File: src/htirq_pkg.sv
// htirq_pkg: shared types and constants of the handheld timer / irq register block
// item structs, opcode codes, special register offsets and default sizes
// no dependencies
package htirq_pkg;

   localparam int unsigned REG_COUNT_DEFAULT = 64;
   localparam int unsigned TIMER_WIDTH       = 23;

   typedef enum logic [2:0] {
      OP_TICK  = 3'd0,
      OP_READ  = 3'd1,
      OP_WRITE = 3'd2,
      OP_DMA   = 3'd3,
      OP_FRAME = 3'd4
   } htirq_op_type;

   localparam logic [5:0] ADDR_JOYPAD = 6'h20;
   localparam logic [5:0] ADDR_PORT21 = 6'h21;
   localparam logic [5:0] ADDR_PORT22 = 6'h22;
   localparam logic [5:0] ADDR_TIMER  = 6'h23;
   localparam logic [5:0] ADDR_TACK   = 6'h24;
   localparam logic [5:0] ADDR_DACK   = 6'h25;
   localparam logic [5:0] ADDR_BANK   = 6'h26;
   localparam logic [5:0] ADDR_STATUS = 6'h27;

   localparam logic [8:0] TIMER_ZERO_LOAD = 9'h100;

   typedef struct packed {
      logic [2:0] opcode;
      logic [5:0] reg_addr;
      logic [7:0] write_data;
      logic [7:0] joypad;
   } htirq_req_type;

   typedef struct packed {
      logic [7:0] read_data;
      logic       irq_level;
      logic       nmi_pulse;
      logic [2:0] rom_bank;
   } htirq_rsp_type;

   typedef struct packed {
      logic       is_read;
      logic       hit;
      logic [5:0] reg_addr;
      logic [7:0] joypad;
      logic [3:0] nib22;
      logic       timer_flag;
      logic       dma_flag;
      logic       irq_level;
      logic       nmi_pulse;
      logic [2:0] rom_bank;
   } htirq_stage_type;

endpackage

File: src/htirq_ram.sv
// htirq_ram: generic single write port, single read port ram with registered read
// read data holds while read enable is low
// no dependencies
module htirq_ram #(
   parameter int unsigned WIDTH = 8,
   parameter int unsigned DEPTH = 64
) (
   input  logic                     clock,
   input  logic                     wr_en,
   input  logic [$clog2(DEPTH)-1:0] wr_addr,
   input  logic [WIDTH-1:0]         wr_data,
   input  logic                     rd_en,
   input  logic [$clog2(DEPTH)-1:0] rd_addr,
   output logic [WIDTH-1:0]         rd_data
);

   logic [WIDTH-1:0] mem_ff [DEPTH];
   logic [WIDTH-1:0] rd_data_ff;

   always_ff @(posedge clock) begin
      if (wr_en) begin
         mem_ff[wr_addr] <= wr_data;
      end
      if (rd_en) begin
         rd_data_ff <= mem_ff[rd_addr];
      end
   end

   assign rd_data = rd_data_ff;

endmodule

File: src/handheld_timer_irq_registers_core.sv
// handheld_timer_irq_registers_core: system register block top level
// register file in htirq_ram, timer, flags, irq/nmi and bank select; uses htirq_pkg
//
// One item is taken every clock cycle (tick, read, write, dma done or frame start) while
// the read stage is not stalled by a waiting result, and one result comes back per item.
// Results pass the registered read of the register file ram, then the output register;
// timer, flags and the shadow copies of offsets 0x22 and 0x26 live in flip-flops and
// are updated in the accept cycle. Reset clears a per-entry valid vector, so unwritten
// entries read as zero with no clearing pass. An output register and one pipeline stage
// let a new item enter while a finished result waits to be taken.
module handheld_timer_irq_registers_core
   import htirq_pkg::*;
#(
   parameter int unsigned REG_COUNT = REG_COUNT_DEFAULT
) (
   input  logic          clock,
   input  logic          reset,
   input  logic          req_valid,
   output logic          req_ready,
   input  htirq_req_type req_item,
   output logic          rsp_valid,
   input  logic          rsp_ready,
   output htirq_rsp_type rsp_item
);

   localparam int unsigned AW        = $clog2(REG_COUNT);
   localparam logic [8:0]  REG_LIMIT = 9'(REG_COUNT);

   logic                   req_fire;
   logic                   out_free;
   logic                   in_range;
   logic [AW-1:0]          reg_idx;
   logic                   ram_wr_en;
   logic                   ram_rd_en;
   logic [7:0]             ram_q;

   logic [REG_COUNT-1:0]   valid_ff, valid_in;
   logic [TIMER_WIDTH-1:0] timer_count_ff, timer_count_in;
   logic [TIMER_WIDTH-1:0] timer_dec;
   logic                   timer_running_ff, timer_running_in;
   logic                   timer_flag_ff, timer_flag_in;
   logic                   dma_flag_ff, dma_flag_in;
   logic [7:0]             bank_ff, bank_in;
   logic [3:0]             nib22_ff, nib22_in;
   logic [8:0]             load_n;
   logic                   nmi;

   logic                   s1_valid_ff, s1_valid_in;
   htirq_stage_type        s1_ff, s1_in;
   logic                   rsp_valid_ff, rsp_valid_in;
   htirq_rsp_type          rsp_item_ff, rsp_item_in;
   logic [7:0]             stored;
   logic [7:0]             rdata;

   assign out_free  = !rsp_valid_ff || rsp_ready;
   assign req_ready = !s1_valid_ff || out_free;
   assign req_fire  = req_valid && req_ready;
   assign in_range  = {3'b000, req_item.reg_addr} < REG_LIMIT;
   assign reg_idx   = AW'({3'b000, req_item.reg_addr});
   assign ram_wr_en = req_fire && (req_item.opcode == OP_WRITE) && in_range;
   assign ram_rd_en = req_fire && (req_item.opcode == OP_READ) && in_range;
   assign timer_dec = (timer_count_ff != '0) ? timer_count_ff - 1'b1 : timer_count_ff;
   assign load_n    = (req_item.write_data == 8'h00) ? TIMER_ZERO_LOAD
                                                     : {1'b0, req_item.write_data};

   htirq_ram #(
      .WIDTH (8),
      .DEPTH (REG_COUNT)
   ) u_regs (
      .clock   (clock),
      .wr_en   (ram_wr_en),
      .wr_addr (reg_idx),
      .wr_data (req_item.write_data),
      .rd_en   (ram_rd_en),
      .rd_addr (reg_idx),
      .rd_data (ram_q)
   );

   // accept stage: state update
   always_comb begin
      valid_in         = valid_ff;
      timer_count_in   = timer_count_ff;
      timer_running_in = timer_running_ff;
      timer_flag_in    = timer_flag_ff;
      dma_flag_in      = dma_flag_ff;
      bank_in          = bank_ff;
      nib22_in         = nib22_ff;
      nmi              = 1'b0;
      if (req_fire) begin
         unique case (req_item.opcode)
            OP_TICK: begin
               if (timer_running_ff) begin
                  timer_count_in = timer_dec;
                  if (timer_dec == '0) begin
                     timer_flag_in    = 1'b1;
                     timer_running_in = 1'b0;
                  end
               end
            end
            OP_READ: begin
               if (req_item.reg_addr == ADDR_TACK) begin
                  timer_flag_in = 1'b0;
               end
               if (req_item.reg_addr == ADDR_DACK) begin
                  dma_flag_in = 1'b0;
               end
            end
            OP_WRITE: begin
               if (in_range) begin
                  valid_in[reg_idx] = 1'b1;
                  if (req_item.reg_addr == ADDR_TIMER) begin
                     timer_count_in   = bank_ff[4] ? {load_n, 14'd0}
                                                   : {6'd0, load_n, 8'd0};
                     timer_running_in = 1'b1;
                  end
                  if (req_item.reg_addr == ADDR_BANK) begin
                     bank_in = req_item.write_data;
                  end
                  if (req_item.reg_addr == ADDR_PORT22) begin
                     nib22_in = req_item.write_data[3:0];
                  end
               end
            end
            OP_DMA: begin
               dma_flag_in = 1'b1;
            end
            OP_FRAME: begin
               nmi = bank_ff[0];
            end
            default: begin
            end
         endcase
      end
   end

   always_comb begin
      s1_in.is_read    = req_item.opcode == OP_READ;
      s1_in.hit        = in_range && valid_ff[reg_idx];
      s1_in.reg_addr   = req_item.reg_addr;
      s1_in.joypad     = req_item.joypad;
      s1_in.nib22      = nib22_ff;
      s1_in.timer_flag = timer_flag_in;
      s1_in.dma_flag   = dma_flag_in;
      s1_in.irq_level  = (timer_flag_in && bank_in[1]) || (dma_flag_in && bank_in[2]);
      s1_in.nmi_pulse  = nmi;
      s1_in.rom_bank   = bank_in[7:5];
      s1_valid_in      = req_fire ? 1'b1 : (out_free ? 1'b0 : s1_valid_ff);
   end

   // read stage: merge ram data with special registers
   always_comb begin
      stored = s1_ff.hit ? ram_q : 8'h00;
      unique case (s1_ff.reg_addr)
         ADDR_JOYPAD: rdata = s1_ff.joypad;
         ADDR_PORT21: rdata = {stored[7:4], s1_ff.nib22};
         ADDR_STATUS: rdata = {stored[7:2], s1_ff.dma_flag, s1_ff.timer_flag};
         default:     rdata = stored;
      endcase
      rsp_item_in.read_data = s1_ff.is_read ? rdata : 8'h00;
      rsp_item_in.irq_level = s1_ff.irq_level;
      rsp_item_in.nmi_pulse = s1_ff.nmi_pulse;
      rsp_item_in.rom_bank  = s1_ff.rom_bank;
      rsp_valid_in = (s1_valid_ff && out_free) ? 1'b1 : (rsp_ready ? 1'b0 : rsp_valid_ff);
   end

   always_ff @(posedge clock) begin
      if (reset) begin
         valid_ff         <= '0;
         timer_count_ff   <= '0;
         timer_running_ff <= 1'b0;
         timer_flag_ff    <= 1'b0;
         dma_flag_ff      <= 1'b0;
         bank_ff          <= 8'h00;
         nib22_ff         <= 4'h0;
         s1_valid_ff      <= 1'b0;
         rsp_valid_ff     <= 1'b0;
      end else begin
         valid_ff         <= valid_in;
         timer_count_ff   <= timer_count_in;
         timer_running_ff <= timer_running_in;
         timer_flag_ff    <= timer_flag_in;
         dma_flag_ff      <= dma_flag_in;
         bank_ff          <= bank_in;
         nib22_ff         <= nib22_in;
         s1_valid_ff      <= s1_valid_in;
         rsp_valid_ff     <= rsp_valid_in;
      end
   end

   always_ff @(posedge clock) begin
      if (req_fire) begin
         s1_ff <= s1_in;
      end
      if (s1_valid_ff && out_free) begin
         rsp_item_ff <= rsp_item_in;
      end
   end

   assign rsp_valid = rsp_valid_ff;
   assign rsp_item  = rsp_item_ff;

   a_running_nonzero: assert property (@(posedge clock) disable iff (reset)
      timer_running_ff |-> (timer_count_ff != '0))
      else $error("timer running with zero count");

   a_expiry_sets_flag: assert property (@(posedge clock) disable iff (reset)
      (req_fire && (req_item.opcode == OP_TICK) && timer_running_ff &&
       (timer_count_ff == TIMER_WIDTH'(1)))
      |=> (timer_flag_ff && !timer_running_ff))
      else $error("timer expiry did not set flag and stop");

   a_accept_fills_stage: assert property (@(posedge clock) disable iff (reset)
      req_fire |=> s1_valid_ff)
      else $error("accepted item missing from read stage");

   a_stall_holds_stage: assert property (@(posedge clock) disable iff (reset)
      (s1_valid_ff && !out_free) |=> (s1_valid_ff && $stable(s1_ff)))
      else $error("read stage changed while stalled");

   a_stall_blocks_input: assert property (@(posedge clock) disable iff (reset)
      (s1_valid_ff && !out_free) |-> !req_ready)
      else $error("input taken while read stage stalled");

endmodule

File: config.mk
export PLATFORM = sky130hd
export DESIGN_NAME = handheld_timer_irq_registers_core
export DESIGN_NICKNAME = d
export VERILOG_FILES = /design/src/htirq_pkg.sv /design/src/htirq_ram.sv /design/src/handheld_timer_irq_registers_core.sv
export SDC_FILE = /design/constraint.sdc
export NUM_CORES = 1
export LEC_CHECK = 0
export BUFFER_PORTS_ARGS = -buffer_cell sky130_fd_sc_hd__buf_2
export CAP_MARGIN = 20
export CORE_MARGIN = 10
export CORE_UTILIZATION = 45
export DETAILED_ROUTE_END_ITERATION = 8
export SYNTH_ARGS = -nofsm -noshare
export SYNTH_HDL_FRONTEND = slang
export SYNTH_SLANG_ARGS = --single-unit
File: constraint.sdc
create_clock -name clock -period 4.04 [get_ports clock]
set_input_delay 0.606 -clock clock [delete_from_list [all_inputs] [get_ports clock]]
set_output_delay 0.606 -clock clock [all_outputs]
set_load 0.005 [all_outputs]
==> reports/qor.csv, run 1 <==
stage,metric,value,unit
run_status,run status,"finished, final reports clean",
global_route,global-route wire length before repair,94740,um
flow_run,total of max-cap violations,0,
floorplanning,count of boundary I/O pins,44,
logic_synthesis,Synthesized Nets,1419,
detailed_routing,WL per Instance,27.27,um
detailed_routing,detailed router's first-iteration violation count,1368,
global_route,GRT overflow,0,
layout,number of antenna cells inserted,0,
logic_synthesis,cells after synthesis,1388,
logic_synthesis,"Seq/Total Area, Yosys",0.7223,
sta,time the worst path needs with I/O delays and setup,3178,ps
floorplanning,starting density of the core,0.4539,
clocking,buffers inserted by post-CTS timing repair,0,
floorplanning,DIE WIDTH,261.0,um
clocking,master cell of the clock root buffer,sky130_fd_sc_hd__clkbuf_16,
clocking,H-tree levels,3,
setup_path,kind of cell adding the most delay to the critical path,simple AND/OR/NAND/NOR gates,
clocking,Num Clock Sinks,663,
hold_path,Hold WC Path Type,input pin to register,
layout,filler-free cell count of the finished design,2345,
logic_synthesis,top-count cell post-synth,sky130_fd_sc_hd__edfxtp_1,
detailed_routing,number of routed nets with antenna violations,0,
layout,share of post-route cells with drive strength above 1,0.2861,
global_route,maximum number of pins on one net before global-route repair,64,
setup_path,Slowest Stage Delay on Critical Path,540,ps
placement,global placer's final weighted congestion,0.8249,
floorplanning,die height,261.0,um
setup_path,path type of the worst setup path,register to register,
logic_synthesis,synthesis-stage register bit count,663,
clocking,number of buffers on the longest clock path,3,
setup_path,critical path data required time,4470,ps
logic_synthesis,post-synthesis compound-gate area fraction,0.04572,
sta,Final Hold Vio Count,0,
logic_synthesis,area share of xor/xnor cells in the synthesized design,0.0006702,
logic_synthesis,number of unique standard cell types used by synthesis,59,
detailed_routing,iteration count of the initial detailed-routing pass,5,
logic_synthesis,multiplexer share of the synthesized area,0.1696,
logic_synthesis,yosys warns,0,
global_route,vias in the first global route,13866,
logic_synthesis,"basic-gate share of the synthesized area counting and, or, nand and nor cells",0.04648,
sta,final setup violating endpoints,0,
logic_synthesis,adder-cell area share of the yosys netlist,0.0009574,
clocking,# hold bufs at CTS,0,
layout,number of nets in the layout,1556,
setup_path,endpoint type of the worst setup path,register,
global_route,global router's overall resource usage,0.1905,
sta,number of pins exceeding their max-slew limit in the final report,0,
layout,area growth from synthesis to layout,15.23,%
sta,clock skew,23.53,ps
logic_synthesis,combinational family with the most area after synthesis,multiplexers,
setup_path,critical path arrival,3610,ps
detailed_routing,count of vias placed by the detailed router,13814,
clocking,CTS Buf Count,69,
logic_synthesis,dominant cell type by area after synthesis,sky130_fd_sc_hd__edfxtp_1,
sta,Final period util,0.7867,
floorplanning,Core Footprint,0.05759,mm^2
logic_synthesis,"Primary FF master, synth",sky130_fd_sc_hd__edfxtp_1,
logic_synthesis,Post-Synthesis Mean Instance Area,18.83,um^2
power_and_ir_drop,leakage,0.009858,uW
setup_path,CP Buf/Inv Count,1,
sta,RSZ-0062 raised after global routing,no,
floorplanning,Row Count,88,
global_route,number of antenna violations at the first check in global routing,7,
setup_path,sort of element at the start of the critical path,register,
clocking,post-CTS sizing,0,
setup_path,"critical path fanouts, max",14,
placement,quantity of I/O buffers inserted on ports,43,
power_and_ir_drop,cell area power density,482.8,mW/mm^2
power_and_ir_drop,largest voltage drop on the vdd net,0.0004852,V
sta,Tightest Pin Transition,1101,ps
clocking,clock slew at reported path FFs,60,ps
placement,HPWL after DPL,40720,um
detailed_routing,DR vias/cell,5.891,
sta,total negative slack,0,ps
setup_path,"slowest stage cell, crit path",sky130_fd_sc_hd__and3_1,
logic_synthesis,post-synthesis instance area,0.02614,mm^2
logic_synthesis,number of flops mapped to enable cells by yosys,560,
detailed_routing,routed wire length,63940,um
clocking,clock latency reported for the late side of the worst-skew pair,610,ps
detailed_routing,drt drc,0,
sta,Slew Limit Headroom,0.2632,
floorplanning,die area,0.06812,mm^2
logic_synthesis,Synth area leaders,"sky130_fd_sc_hd__edfxtp_1 (64%), sky130_fd_sc_hd__mux4_2 (16%), sky130_fd_sc_hd__dfxtp_1 (7.9%)",
logic_synthesis,asr flop ratio synth,0,
logic_synthesis,proportion of netlist area held by the largest area contributor,0.6434,
logic_synthesis,most common library cells after synthesis,"sky130_fd_sc_hd__edfxtp_1 (560), sky130_fd_sc_hd__mux4_2 (189), sky130_fd_sc_hd__dfxtp_1 (103)",
sta,achievable clock frequency,314.6,MHz
placement,post-placement cell count,2218,
setup_path,cells along the critical path,inv_1 -> ha_1 -> nor4b_1 -> and3_1 -> nand2_1 -> a211o_1 -> or4_4 -> o31ai_2,
clocking,TritonCTS clock tree,built,
## state kept, by name, summed over array words and instances, names as in the netlist
register,cells
s1_ff,22
timer_count_ff,23
u_regs.rd_data,8
timer_running_ff,1
rsp_valid,1
dma_flag_ff,1
u_regs.mem_ff,512
s1_valid_ff,1
nib22_ff,4
timer_flag_ff,1
valid_ff,64
rsp_item_in,5
rsp_item,13
bank_ff,7
## where the power goes
part / internal (uW) / total [uW] / leakage (uW) / switching, uW
combinational: 345 / 856 / 0.00287 / 511
sequential: 7450 / 7470 / 0.00590 / 22.5
clock: 3630 / 6210 / 0.00109 / 2580
## cells in the final DEF (no fill, tap or decap), drive strengths merged, types with 5 or more instances in the layout
master and n:
a21oi 29, clkbuf 88, edfxtp 560, nand3b 6
clkinv 28, nor3 14, o21ai 21, nor4 10
nor2 101, o32ai 5, mux4 189, buf 146
o31ai 7, mux2i 13, a31oi 5, inv 19
or4 7, bufinv 5, nand4 6, and2 10
o21a 67, or3 6, nand2 43, a21boi 6
and3 5, dfxtp 103, nand3 20
## layout make-up
type / count / area, um^2
multi-input cells: 629 / 6889
fillers: 4582 / 27470
inverters: 16 / 60.06
repair buffers: 146 / 1117
clock buffers: 88 / 1882
clock inverters: 38 / 334.1
flip-flops and latches: 663 / 18880
well taps: 765 / 957.2
## routing by layer
layer	wire, um	track usage
met4	1300	0.04832
met5	0	0
met2	31340	0.3101
met1	27340	0.2622
met3	3968	0.03638
## worst reg2reg max path, stage by stage (launching register included)
cell and delay [ps]:
sky130_fd_sc_hd__dfxtp_1 360, sky130_fd_sc_hd__inv_1 120, sky130_fd_sc_hd__ha_1 160, sky130_fd_sc_hd__nor4b_1 500
sky130_fd_sc_hd__and3_1 540, sky130_fd_sc_hd__nand2_1 300, sky130_fd_sc_hd__a211o_1 330, sky130_fd_sc_hd__or4_4 460
sky130_fd_sc_hd__o31ai_2 240
## kinds of logic after synthesis
kind of cell               Yosys count
AOI/OAI and AO/OA                  171
adders and majority gates            2
xor gates and xnor gates             2
muxes                              206
buffers and inverters               96
and+or+nand+nor                    248
DFF                                663
## final timing paths
| kind | from | endpoint | slack, ps | depth (start not counted) |
|---|---|---|---|---|
| worst max-delay path | timer_count_ff[0] | rsp_item_in[4] | 860 | 8 |
| worst min-delay path | req_item[7] | s1_ff[18] | 180 | 1 |
| worst max register to register | timer_count_ff[0] | rsp_item_in[4] | 860 | 8 |
| worst min register to register | rsp_item_in[1] | rsp_item[1] | 420 | 0 |
## stage by stage
step                      setup WS [ps]  utilization  total power [uW]  hold slack, ps  area, um^2
after floorplan                   749.3            -              8120           400.3       26140
after global placement            559.7       0.4841              8468           406.2       27870
after detailed placement          569.8       0.4844              8480           409.3       27890
after CTS                         886.8       0.5229             14670           152.2       30110
after global routing              648.1       0.5230             15010           154.3       30120
final                             861.6       0.5230             14540           183.3       30120
No activity file was read; power rests on OpenSTA's default activity.
==> inputs of run 2 (changes only) <==
Clock period 4.04 ns to 3.1 ns, I/O delays scaled along.
==> run 2 against run 1 <==
  * Combinational power up 33%
  * Via count is 0.87% higher
  * Global-route usage shrank 0.59 points
  * Register-to-register slack worse by 520 ps
  * Clock-buffer cell count increased by 8
  * Critical endpoint is now s1_ff[6]
  * Largest power group unchanged
==> reports/qor.csv, run 2 (same netlist as run 1, synthesis figures left out) <==
stage,metric,value,unit,change
detailed_routing,number of routed nets with antenna violations,0,,unchanged
setup_path,"critical path fanouts, max",7,,-7
sta,achievable clock frequency,362.0,MHz,+15%
hold_path,Hold WC Path Type,input pin to register,,
setup_path,critical path arrival,3170,ps,-440 ps
floorplanning,die height,261.0,um,unchanged
sta,Worst Slack Setup Final,337.4,ps,-524.2 ps
layout,"leading cell types in the layout, fill and taps excluded","sky130_fd_sc_hd__edfxtp_1 (560), sky130_fd_sc_hd__mux4_2 (189), sky130_fd_sc_hd__buf_4 (109)",,
sta,Final Hold Vio Count,0,,unchanged
layout,area growth from synthesis to layout,16.08,%,
global_route,GRT overflow,0,,unchanged
clocking,TritonCTS clock tree,built,,
clocking,# hold bufs at CTS,0,,unchanged
detailed_routing,count of vias placed by the detailed router,13934,,+0.87%
placement,HPWL after DPL,40300,um,-1.0%
global_route,vias in the first global route,14274,,+2.9%
power_and_ir_drop,leakage,0.009967,uW,+1.1%
layout,share of post-route cells with drive strength above 1,0.2932,,+0.007124
clocking,number of buffers on the longest clock path,3,,unchanged
sta,Slew Limit Headroom,0.4073,,+0.1441
layout,registers with the most flip-flops,"u_regs.mem_ff x512, valid_ff x64, timer_count_ff x23",,
clocking,master cell of the clock root buffer,sky130_fd_sc_hd__clkbuf_16,,
placement,Setup WS pre-CTS,86.85,ps,-483.0 ps
sta,final setup violating endpoints,0,,unchanged
setup_path,path type of the worst setup path,register to register,,
setup_path,worst flop-to-flop path startpoint,timer_count_ff[5],,
flow_run,total of max-cap violations,0,,unchanged
run_status,run status,"finished, final reports clean",,
layout,number of nets in the layout,1578,,+1.4%
setup_path,sort of element at the start of the critical path,register,,
power_and_ir_drop,cell area power density,621.2,mW/mm^2,+29%
clocking,clock latency reported for the late side of the worst-skew pair,600,ps,about the same
detailed_routing,WL per Instance,26.11,um,-4.2%
sta,time the worst path needs with I/O delays and setup,2763,ps,-415.8 ps
detailed_routing,iteration count of the initial detailed-routing pass,5,,unchanged
global_route,number of antenna violations at the first check in global routing,1,,-6
sta,clock skew,18.60,ps,-4.928 ps
setup_path,critical path data required time,3510,ps,-960 ps
sta,number of pins exceeding their max-slew limit in the final report,0,,unchanged
global_route,maximum number of pins on one net before global-route repair,68,,+6.3%
global_route,global router's overall resource usage,0.1846,,-0.005918
setup_path,CP startpoint,timer_count_ff[5],,
layout,max FFs per register,512,,unchanged
detailed_routing,detailed router's first-iteration violation count,1257,,-8.1%
placement,global placer's final weighted congestion,0.8112,,-1.7%
global_route,global-route wire length before repair,93520,um,-1.3%
detailed_routing,routed wire length,61910,um,-3.2%
floorplanning,count of boundary I/O pins,44,,unchanged
sta,RSZ-0062 raised after global routing,no,,
floorplanning,die area,0.06812,mm^2,unchanged
sta,Tightest Pin Transition,881.0,ps,-220.2 ps
placement,quantity of I/O buffers inserted on ports,43,,unchanged
layout,most common library cell in the layout ignoring fill and taps,sky130_fd_sc_hd__edfxtp_1,,
hold_path,worst min-delay path startpoint,req_item[6],,
floorplanning,Row Count,88,,unchanged
clocking,Num Clock Sinks,663,,unchanged
clocking,clock slew at reported path FFs,60,ps,about the same
setup_path,endpoint type of the worst setup path,register,,
floorplanning,DIE WIDTH,261.0,um,unchanged
sta,total negative slack,0,ps,unchanged
detailed_routing,DR vias/cell,5.877,,-0.24%
layout,register name with the most flops,u_regs.mem_ff,,
sta,Final period util,0.8912,,+0.1044
floorplanning,starting density of the core,0.4539,,unchanged
detailed_routing,drt drc,0,,unchanged
floorplanning,Core Footprint,0.05759,mm^2,unchanged
power_and_ir_drop,largest voltage drop on the vdd net,0.0004128,V,-15%
clocking,H-tree levels,3,,unchanged
clocking,CTS Buf Count,69,,unchanged
run 2: metal layers:
| metal | global-route usage | up-vias | wire, um | share of wire |
|---|---|---|---|---|
| li1 | - | 6003 | - | - |
| met1 | 0.2604 | 7396 | 27080 | 0.44 |
| met2 | 0.2906 | 443 | 29400 | 0.47 |
| met3 | 0.03831 | 92 | 4218 | 0.068 |
| met4 | 0.04784 | 0 | 1203 | 0.019 |
| met5 | 0 | - | 0 | 0 |
run 2: timing repair:
action	4_1_cts	5_1_grt
gates resized for setup	0	2
setup endpoints to repair	0	3
buffers inserted	0	0
run 2: worst max-delay path, stage by stage (launching register included):
cell                      delay [ps]
sky130_fd_sc_hd__dfxtp_1         370
sky130_fd_sc_hd__or4_4           560
sky130_fd_sc_hd__or4_4           530
sky130_fd_sc_hd__o21a_1          180
sky130_fd_sc_hd__a211o_1         230
sky130_fd_sc_hd__or4_4           460
sky130_fd_sc_hd__o21ai_0         240
run 2: worst paths after layout:
kind	endpoint	slack (ps)	depth (start not counted)
worst max-delay path	s1_ff[6]	340	6
worst min register to register	rsp_item[2]	420	0
worst max register to register	s1_ff[6]	340	6
worst min-delay path	s1_ff[17]	40	1
run 2: report_power, final:
group | internal (uW) | total (uW) | switching [uW]
combinational | 478 | 1140 | 663
sequential | 9700 | 9730 | 28.4
clock | 4620 | 7980 | 3360
run 2: per-stage QoR:
step,cell area [um^2],std cells,total power [uW],hold slack [ps],util
after floorplan,26150,1388,10580,400.3,-
after global placement,28150,2241,11050,405.5,0.4889
after detailed placement,28150,2241,11070,406.3,0.4889
after CTS,30330,2368,19040,11.28,0.5266
after global routing,30330,2368,19480,16.26,0.5267
final,30340,2371,18850,44.39,0.5269
run 2: cell type report:
cell class / instances / area, um^2
inverter: 16 / 60.06
clock buffer: 96 / 1889
timing repair buffer: 168 / 1370
multi-input combinational: 629 / 6897
fill: 4526 / 27240
clock inverter: 31 / 281.5
sequential: 663 / 18880
tap: 765 / 957.2
antenna: 3 / 7.507
==> inputs of run 3 (changes only) <==
Settings changed: ABC_CLOCK_PERIOD_IN_PS from default to 3100, CORE_ASPECT_RATIO from default to 2.
==> run 3 against run 2 <==
  * Total power shrank 4.4%
  * Critical path depth grew 2
  * Global-route usage grew 2.1 points
  * Sequential power is essentially flat
  * Sequential share of layout area grew 0.61 points
  * Core utilization shrank 0.35 points
  * Clock-buffer cell count shrank 18
  * Wire length grew 14%
  * Clock skew is essentially flat
==> reports/qor.csv, run 3 (same netlist as run 1, synthesis figures left out) <==
stage,metric,value,unit,change
run_status,run status,"finished, final reports clean",,
floorplanning,Core Footprint,0.05741,mm^2,-0.31%
sta,total negative slack,0,ps,unchanged
sta,Slew Limit Headroom,0.1856,,-0.2217
sta,RSZ-0062 raised after global routing,no,,
clocking,Num Clock Sinks,663,,unchanged
global_route,vias in the first global route,14652,,+2.6%
setup_path,critical path arrival,3220,ps,+50 ps
detailed_routing,routed wire length,70540,um,+14%
detailed_routing,iteration count of the initial detailed-routing pass,5,,unchanged
clocking,master cell of the clock root buffer,sky130_fd_sc_hd__clkbuf_16,,
floorplanning,die area,0.06871,mm^2,+0.86%
sta,final setup violating endpoints,0,,unchanged
placement,HPWL after DPL,48390,um,+20%
floorplanning,DIE WIDTH,190.4,um,-27%
setup_path,capture instance of the worst register-to-register path,rsp_item_in[4],,
layout,registers with the most flip-flops,"u_regs.mem_ff x512, valid_ff x64, timer_count_ff x23",,
placement,Setup WS pre-CTS,67.42,ps,-19.43 ps
power_and_ir_drop,total power after layout,18020,uW,-4.4%
clocking,number of buffers on the longest clock path,3,,unchanged
layout,area growth from synthesis to layout,14.95,%,
sta,Final Hold Vio Count,0,,unchanged
hold_path,worst min-delay path startpoint,req_item[3],,
floorplanning,Row Count,124,,+41%
hold_path,Hold WC Path Type,input pin to register,,
global_route,number of antenna violations at the first check in global routing,0,,-1
layout,share of post-route cells with drive strength above 1,0.2966,,+0.003421
hold_path,worst min-delay path endpoint,s1_ff[14],,
sta,Tightest Pin Transition,1210,ps,+329.5 ps
layout,most common library cell in the layout ignoring fill and taps,sky130_fd_sc_hd__edfxtp_1,,
sta,worst hold slack,25.11,ps,-19.28 ps
global_route,global router's overall resource usage,0.2061,,+0.02147
layout,register name with the most flops,u_regs.mem_ff,,
power_and_ir_drop,sw power,3930,uW,-2.9%
sta,Worst Slack Setup Final,324.3,ps,-13.08 ps
global_route,GRT overflow,0,,unchanged
global_route,maximum number of pins on one net before global-route repair,68,,unchanged
power_and_ir_drop,Clk pwr share,0.394,,-0.029
flow_run,total of max-cap violations,0,,unchanged
sta,time the worst path needs with I/O delays and setup,2776,ps,+13.08 ps
power_and_ir_drop,sequential share of power,0.540,,+0.024
clocking,TritonCTS clock tree,built,,
detailed_routing,detailed router's first-iteration violation count,981,,-22%
layout,max FFs per register,512,,unchanged
power_and_ir_drop,total internal power,14090,uW,-4.8%
sta,number of pins exceeding their max-slew limit in the final report,0,,unchanged
clocking,clock slew at reported path FFs,70,ps,about the same
layout,"leading cell types in the layout, fill and taps excluded","sky130_fd_sc_hd__edfxtp_1 (560), sky130_fd_sc_hd__mux4_2 (189), sky130_fd_sc_hd__buf_4 (129)",,
setup_path,critical path data required time,3550,ps,+40 ps
clocking,clock latency reported for the late side of the worst-skew pair,610,ps,about the same
clocking,# hold bufs at CTS,0,,unchanged
setup_path,worst flop-to-flop path startpoint,timer_count_ff[0],,
clocking,CTS Buf Count,56,,-19%
detailed_routing,count of vias placed by the detailed router,13996,,+0.44%
detailed_routing,DR vias/cell,5.946,,+1.2%
setup_path,path depth of the worst reg2reg path,8,,+2
detailed_routing,WL per Instance,29.97,um,+15%
floorplanning,starting density of the core,0.4553,,+0.001425
sta,clock skew,18.47,ps,-0.1305 ps
detailed_routing,drt drc,0,,unchanged
clocking,post-CTS sizing,0,,unchanged
clocking,H-tree levels,2,,-1
layout,Fillers,4574,,+1.1%
setup_path,endpoint type of the worst setup path,register,,
sta,Final period util,0.8954,,+0.004218
floorplanning,die height,360.8,um,+38%
floorplanning,count of boundary I/O pins,44,,unchanged
setup_path,sort of element at the start of the critical path,register,,
sta,achievable clock frequency,360.3,MHz,-0.47%
layout,final cell utilization of the core,0.5234,,-0.003490
power_and_ir_drop,cell area power density,599.7,mW/mm^2,-3.5%
setup_path,Worst R2R Setup Slack,320,ps,about the same
layout,number of antenna cells inserted,0,,-3
setup_path,path type of the worst setup path,register to register,,
power_and_ir_drop,leakage,0.009873,uW,-0.94%
power_and_ir_drop,largest voltage drop on the vdd net,0.0004185,V,+1.4%
detailed_routing,number of routed nets with antenna violations,0,,unchanged
power_and_ir_drop,switching part of the total power,0.2181,,+0.003441
layout,number of nets in the layout,1581,,+0.19%
clocking,buffers inserted by post-CTS timing repair,0,,unchanged
placement,global placer's final weighted congestion,0.8553,,+5.4%
placement,quantity of I/O buffers inserted on ports,43,,unchanged
hold_path,Cells on Worst Hold Path,1,,unchanged
global_route,global-route wire length before repair,102900,um,+10%
setup_path,"critical path fanouts, max",10,,+3
power_and_ir_drop,Logic pwr share,0.066,,+0.005
run 3: cell types whose count changed in the layout (fill, tap and decap cells not counted), moves of 3 or more:
cell,before,now
sky130_fd_sc_hd__buf_4,109,129
sky130_fd_sc_hd__diode_2,3,0
sky130_fd_sc_hd__buf_12,16,11
sky130_fd_sc_hd__clkbuf_16,70,58
sky130_fd_sc_hd__clkinv_1,9,6
sky130_fd_sc_hd__clkbuf_1,22,15
run 3: routing by layer:
metal / global-route usage / share of wire / vias up
li1: - / - / 5978
met1: 0.2265 / 0.35 / 7479
met2: 0.3885 / 0.56 / 418
met3: 0.02579 / 0.044 / 121
met4: 0.08277 / 0.040 / 0
met5: 0 / 0 / -
run 3: critical path, stage by stage (launching register included):
cell,delay [ps]
sky130_fd_sc_hd__dfxtp_1,370
sky130_fd_sc_hd__inv_1,130
sky130_fd_sc_hd__ha_1,150
sky130_fd_sc_hd__nor4b_2,310
sky130_fd_sc_hd__and3_1,450
sky130_fd_sc_hd__a211o_1,270
sky130_fd_sc_hd__o2111ai_1,140
sky130_fd_sc_hd__or4_4,560
sky130_fd_sc_hd__o31ai_2,220
run 3: worst max path at each step:
stage                            startpoint                 to  slack [ps]  depth (start not counted)
after floorplan                req_item[16]  u_regs.rd_data[0]         170                          5
after global placement         req_item[16]  u_regs.rd_data[5]          90                          5
after detailed placement       req_item[17]  u_regs.rd_data[5]          70                          5
after CTS                 timer_count_ff[0]     rsp_item_in[4]         140                          8
after global routing      timer_count_ff[0]     rsp_item_in[4]         170                          8
final                     timer_count_ff[0]     rsp_item_in[4]         320                          8
run 3: power by group through the flow:
stage | sequential, uW | clock (uW) | combinational (uW)
2_1_floorplan | 9910 | 0 | 671
3_3_place_gp | 9920 | 0 | 1190
3_5_place_dp | 9930 | 0 | 1200
4_1_cts | 9730 | 7230 | 1210
5_1_grt | 9730 | 7540 | 1270
6_report | 9730 | 7100 | 1190
run 3: area by class of cell:
type | instances | area [um^2] | share of cell area
Clock buffer | 78 | 1577 | 0.05247
Clock inverter | 28 | 257.7 | 0.008579
Inverter | 16 | 60.06 | 0.001999
Multi-Input combinational cell | 629 | 6895 | 0.2295
Sequential cell | 663 | 18880 | 0.6283
Tap cell | 756 | 945.9 | 0.03148
Timing Repair Buffer | 184 | 1431 | 0.04764
run 3: through the flow:
step	instances	instance area, um^2
floorplan	1388	26150
global placement	2247	28190
detailed placement	2248	28200
CTS	2354	30040
global route	2354	30050
finish	2354	30050
